$ cat config.mk
export PLATFORM = sky130hd
export DESIGN_NAME = csc_controller
export DESIGN_NICKNAME = d
export VERILOG_FILES = /design/src/csc_pkg.sv /design/src/csc_controller.sv
export VERILOG_INCLUDE_DIRS = /design/src /design/src/src
export SDC_FILE = /design/constraint.sdc
export NUM_CORES = 1
export LEC_CHECK = 0
export ABC_AREA = 1
export BUFFER_PORTS_ARGS = -buffer_cell sky130_fd_sc_hd__buf_2
export CAP_MARGIN = 20
export CELL_PAD_IN_SITES_DETAIL_PLACEMENT = 1
export CELL_PAD_IN_SITES_GLOBAL_PLACEMENT = 2
export CORE_AREA = 5 5 42 44
export CTS_CLUSTER_SIZE = 28
export DETAILED_ROUTE_END_ITERATION = 7
export DIE_AREA = 0 0 47 49
export PLACE_DENSITY_LB_ADDON = 0.1
export SLEW_MARGIN = 20
export SYNTH_ARGS = -nofsm -noshare
export SYNTH_HDL_FRONTEND = slang
export SYNTH_SLANG_ARGS = --single-unit
$ cat constraint.sdc
create_clock -name clk -period 1.2 [get_ports clk]
set_input_delay 0.3 -clock clk [delete_from_list [all_inputs] [get_ports clk]]
set_output_delay 0.3 -clock clk [all_outputs]
set_load 0.005 [all_outputs]
$ cat src/coherent_set_assoc_cache_controller_macros.svh
// Assertion macros used by the cache controller module.
`ifndef COHERENT_SET_ASSOC_CACHE_CONTROLLER_MACROS_SVH
`define COHERENT_SET_ASSOC_CACHE_CONTROLLER_MACROS_SVH

// Implication checked on every clock edge outside reset.
`define CSC_ASSERT_IMP(lbl, clk, rst_n, a, c, msg) \
  lbl: assert property (@(posedge clk) disable iff (!rst_n) (a) |-> (c)) else $error(msg);

// Implication whose consequent is checked in the next cycle.
`define CSC_ASSERT_NEXT(lbl, clk, rst_n, a, c, msg) \
  lbl: assert property (@(posedge clk) disable iff (!rst_n) (a) |=> (c)) else $error(msg);

`endif

$ cat src/csc_pkg.sv
package csc_pkg;

  localparam int unsigned DefNumSets   = 256;
  localparam int unsigned DefNumWays   = 8;
  localparam int unsigned DefOffBits   = 6;

  localparam logic [1:0] OP_READ  = 2'd0;
  localparam logic [1:0] OP_WRITE = 2'd1;
  localparam logic [1:0] OP_SNOOP = 2'd2;

  localparam logic [1:0] MODE_MSI    = 2'd0;
  localparam logic [1:0] MODE_DRAGON = 2'd1;

  localparam logic [1:0] SIG_RD  = 2'd1;
  localparam logic [1:0] SIG_RDX = 2'd2;
  localparam logic [1:0] SIG_UPD = 2'd3;

  localparam logic [2:0] REQ_NONE   = 3'd0;
  localparam logic [2:0] REQ_RD     = 3'd1;
  localparam logic [2:0] REQ_RDX    = 3'd2;
  localparam logic [2:0] REQ_UPD    = 3'd3;
  localparam logic [2:0] REQ_RD_UPD = 3'd4;

  localparam logic [3:0] ST_INV   = 4'd0;
  localparam logic [3:0] ST_CLEAN = 4'd1;
  localparam logic [3:0] ST_DIRTY = 4'd2;
  localparam logic [3:0] ST_MSI_C = 4'd3;
  localparam logic [3:0] ST_MSI_M = 4'd4;
  localparam logic [3:0] ST_DR_E  = 4'd5;
  localparam logic [3:0] ST_DR_SC = 4'd6;
  localparam logic [3:0] ST_DR_SM = 4'd7;
  localparam logic [3:0] ST_DR_M  = 4'd8;

  // Result item, packed hit in bit 0 upwards.
  typedef struct packed {
    logic       memory_transaction;
    logic       intervention;
    logic       invalidated;
    logic       flush;
    logic       write_back;
    logic [2:0] bus_request;
    logic       hit;
  } result_t;

  // Controller to datapath commands.
  typedef struct packed {
    logic capture;   // register the request and start the set read
    logic update;    // write the set back and latch the result
    logic clear;     // write one row of the clearing pass
  } dp_cmd_t;

  // Datapath to controller status.
  typedef struct packed {
    logic clear_last;
  } dp_sts_t;

endpackage

$ cat src/csc_controller.sv
module csc_controller (
  input  logic             clk,
  input  logic             rst_n,
  input  logic             in_tvalid,
  output logic             in_tready,
  output logic             out_tvalid,
  input  logic             out_tready,
  output csc_pkg::dp_cmd_t cmd,
  input  csc_pkg::dp_sts_t sts
);
  import csc_pkg::*;
  `include "coherent_set_assoc_cache_controller_macros.svh"

  typedef enum logic [1:0] {S_CLEAR, S_IDLE, S_LOOK} state_t;

  state_t state_r, state_nxt;
  logic   out_valid_r, out_valid_nxt;

  // A request is taken only when the result slot is free or emptying.
  assign in_tready = (state_r == S_IDLE) && (!out_valid_r || out_tready);

  always_comb begin
    cmd = '0;
    state_nxt = state_r;
    out_valid_nxt = out_valid_r && !out_tready;
    case (state_r)
      S_CLEAR: begin
        cmd.clear = 1'b1;
        if (sts.clear_last) state_nxt = S_IDLE;
      end
      S_IDLE: begin
        if (in_tvalid && in_tready) begin
          cmd.capture = 1'b1;
          state_nxt = S_LOOK;
        end
      end
      S_LOOK: begin
        cmd.update = 1'b1;
        out_valid_nxt = 1'b1;
        state_nxt = S_IDLE;
      end
      default: state_nxt = S_IDLE;
    endcase
  end

  always_ff @(posedge clk) begin
    if (!rst_n) begin
      state_r <= S_CLEAR;
      out_valid_r <= 1'b0;
    end else begin
      state_r <= state_nxt;
      out_valid_r <= out_valid_nxt;
    end
  end

  assign out_tvalid = out_valid_r;

  `CSC_ASSERT_NEXT(a_capture_then_update, clk, rst_n, cmd.capture, cmd.update, "capture not followed by update")
  `CSC_ASSERT_NEXT(a_update_gives_result, clk, rst_n, cmd.update, out_valid_r, "update lost its result")
  `CSC_ASSERT_IMP(a_no_accept_in_clear, clk, rst_n, state_r == S_CLEAR, !in_tready, "request taken during clear")
  `CSC_ASSERT_IMP(a_update_slot_free, clk, rst_n, cmd.update, !out_valid_r || out_tready, "result overwritten")

endmodule

==> reports/results.ini <==
[run_status]
outcome=complete, but fails checks
violations=setup timing

[grt]
grt_max_degree=4
antenna_found_initial=0
first_global_vias=184
grt.total_usage_pct=4.859
grt-ovfl-total=0
grt_pass1_wl_um=662

[hold_path]
holdCritPathClass=in2reg
whs_path_depth=3
min_from=rst_n
worstHoldEndpoint=state_r[0]

[worst_setup_path]
r2r_slack_ns=0.23
required_ns=0.90
path_class=reg2out
cp.arrival_ns=0.99
crit_path_end_kind=output pin
startpoint_type=register
crit_fanout=3
critPathLaunch=state_r[0]
r2r_start=state_r[0]
regToRegEndpoint=state_r[0]
reg2reg_depth=7

[routing]
vias=179
final_antenna_net_count=0
post_drt_wl_per_cell_um=7.444
drt_pass1_iterations=1
finalWirelength_um=402
drtIter0Drc=0
viasPerCell=3.315
drc_errors=0

[yosys]
synth_cell_types=9
ys_seq_area_share_pct=40.00
syn-num-nets=26
avgSynthCellArea_um2=7.150
synth_cells=21
yosys_warnings=0
syn_area_um2=150.1
synth-seq-cells=3

[power_and_ir_drop]
vdd_drop_max_v=0.0002122
p_int_uw=269.1
p_per_area_mw_per_mm2=1267
seqPwrFrac_pct=30.9
pwr-share-clk_pct=49.8
leakagePower_nw=0.1615
sw_frac_of_total_pct=24.24
p_comb_share_pct=19.3
switchingPower_uw=86.10

[timing]
min_period_ns=1.292
worstMarginPinSlew_ns=0.1308
worst_slack_ns=-0.09202
hold_viol=0
maxSlewViolCount=0
finClkSkew_ns=0.0004940
setup_violations=2
period_share_pct=107.7
tns_ns=-0.1188
slew-limit-headroom_pct=91.25
rsz0062_at_grt=true
fmax_ghz=0.7740

[cells_and_area]
antenna_cells=0
final_cell_mix=buf_2 (8), inv_1 (5), nand2_1 (4), buf_4 (4), clkbuf_4 (3)
drive_gt1_share_pct=65.79
areaGrowthSynthToFinish_pct=86.67
final_common_cell=buf_2
stdcell_count=54
utilization_pct=20.00
nNetsFinal=44

[placement]
gp_congestion=0.6541
portBuffers=9
dp_cells=46
post-place-ws_ns=0.08693
dp.final_hpwl_um=323.1

[clock_tree]
cts_tree=yes
numCtsBuffers=3
path_clk_slew_ns=0.04
cts_buffer_depth=2
clk_latency_ns=0.23
h-tree-depth=1
hold_buffers=0
clockRootBuffer=clkbuf_4
cts_sinks=3

[floorplanning]
die_h_um=49
pin_count=10
core-area_mm2=0.001401
start_util_pct=10.71
die_width_um=47
rows=14
die_area_mm2=0.002303

[flow_run]
maxCapViolCount=0

-- worst max path at each step --
stage / cells after the start / end / slack [ns]
after floorplan: 4 / cmd[2] / 0.28
after global placement: 6 / cmd[2] / 0.09
after detailed placement: 6 / cmd[2] / 0.09
after CTS: 5 / cmd[2] / -0.12
after global routing: 5 / cmd[2] / -0.16
final: 5 / cmd[2] / -0.09
-- stage by stage --
stage	total power [mW]	area, um2	hold slack [ns]
final	0.3552	280.3	0.3119
after global placement	0.1595	215.2	0.4972
after CTS	0.3559	257.7	0.3035
after global routing	0.3836	280.3	0.3159
after detailed placement	0.1596	215.2	0.5029
after floorplan	0.1383	150.1	0.4415
-- worst max-delay path, cell delays in order (launching register included) --
cell     delay [ns]
dfxtp_2        0.32
inv_2          0.04
nor2_2         0.10
nand2_2        0.09
nor2_4         0.09
buf_2          0.12
-- cell families (layout without fill, tap and decap cells) --
logic type | Yosys count | count (layout) | share of synthesized area (%)
compound gates | 1 | 1 | 3.330
buf+inv | 7 | 24 | 17.50
flops | 3 | 3 | 40.00
simple gates | 10 | 10 | 39.16
-- layer usage --
metal	wire [um]	up-vias	global-route usage, %
li1	-	92	-
met1	155	77	4.396
met2	196	8	4.977
met3	30	2	2.214
met4	19	0	9.677
met5	0	-	0
-- state kept, by name, indices dropped and copies added (netlist names) --
name / count
out_tvalid: 1
state_r: 2
-- power groups by stage --
| stage | clock network, mW | logic (mW) | registers (mW) |
|---|---|---|---|
| 6_report | 0.177 | 0.0685 | 0.110 |
| 5_1_grt | 0.197 | 0.0766 | 0.110 |
| 4_1_cts | 0.188 | 0.0584 | 0.110 |
| 3_5_place_dp | 0 | 0.0495 | 0.110 |
| 3_3_place_gp | 0 | 0.0494 | 0.110 |
| 2_1_floorplan | 0 | 0.0286 | 0.110 |
-- synth_stat cells --
library cell  number  area [um2]
nor2_4             1       11.26
nand2_1            4       15.01
a21oi_1            1       5.000
nand2_2            1       6.260
nor2_2             2       12.51
inv_1              7       26.28
nor3_2             1       10.01
nor2_1             1       3.750
dfxtp_1            3       60.06
-- timing repair --
action	CTS	global route
resized for setup	3	2
endpoints found under the setup margin	2	4
hold endpoints to repair	0	0
buffers inserted	2	2
pin swaps	1	2
-- cell type report --
type	instances	area, um2
flip-flops and latches	3	62.56
inverters	7	26.28
well taps	16	20.02
multi-input cells	11	63.81
fillers	183	1121
repair buffers	13	81.33
clock buffers	4	26.28
(Power assumes the default switching activity.)
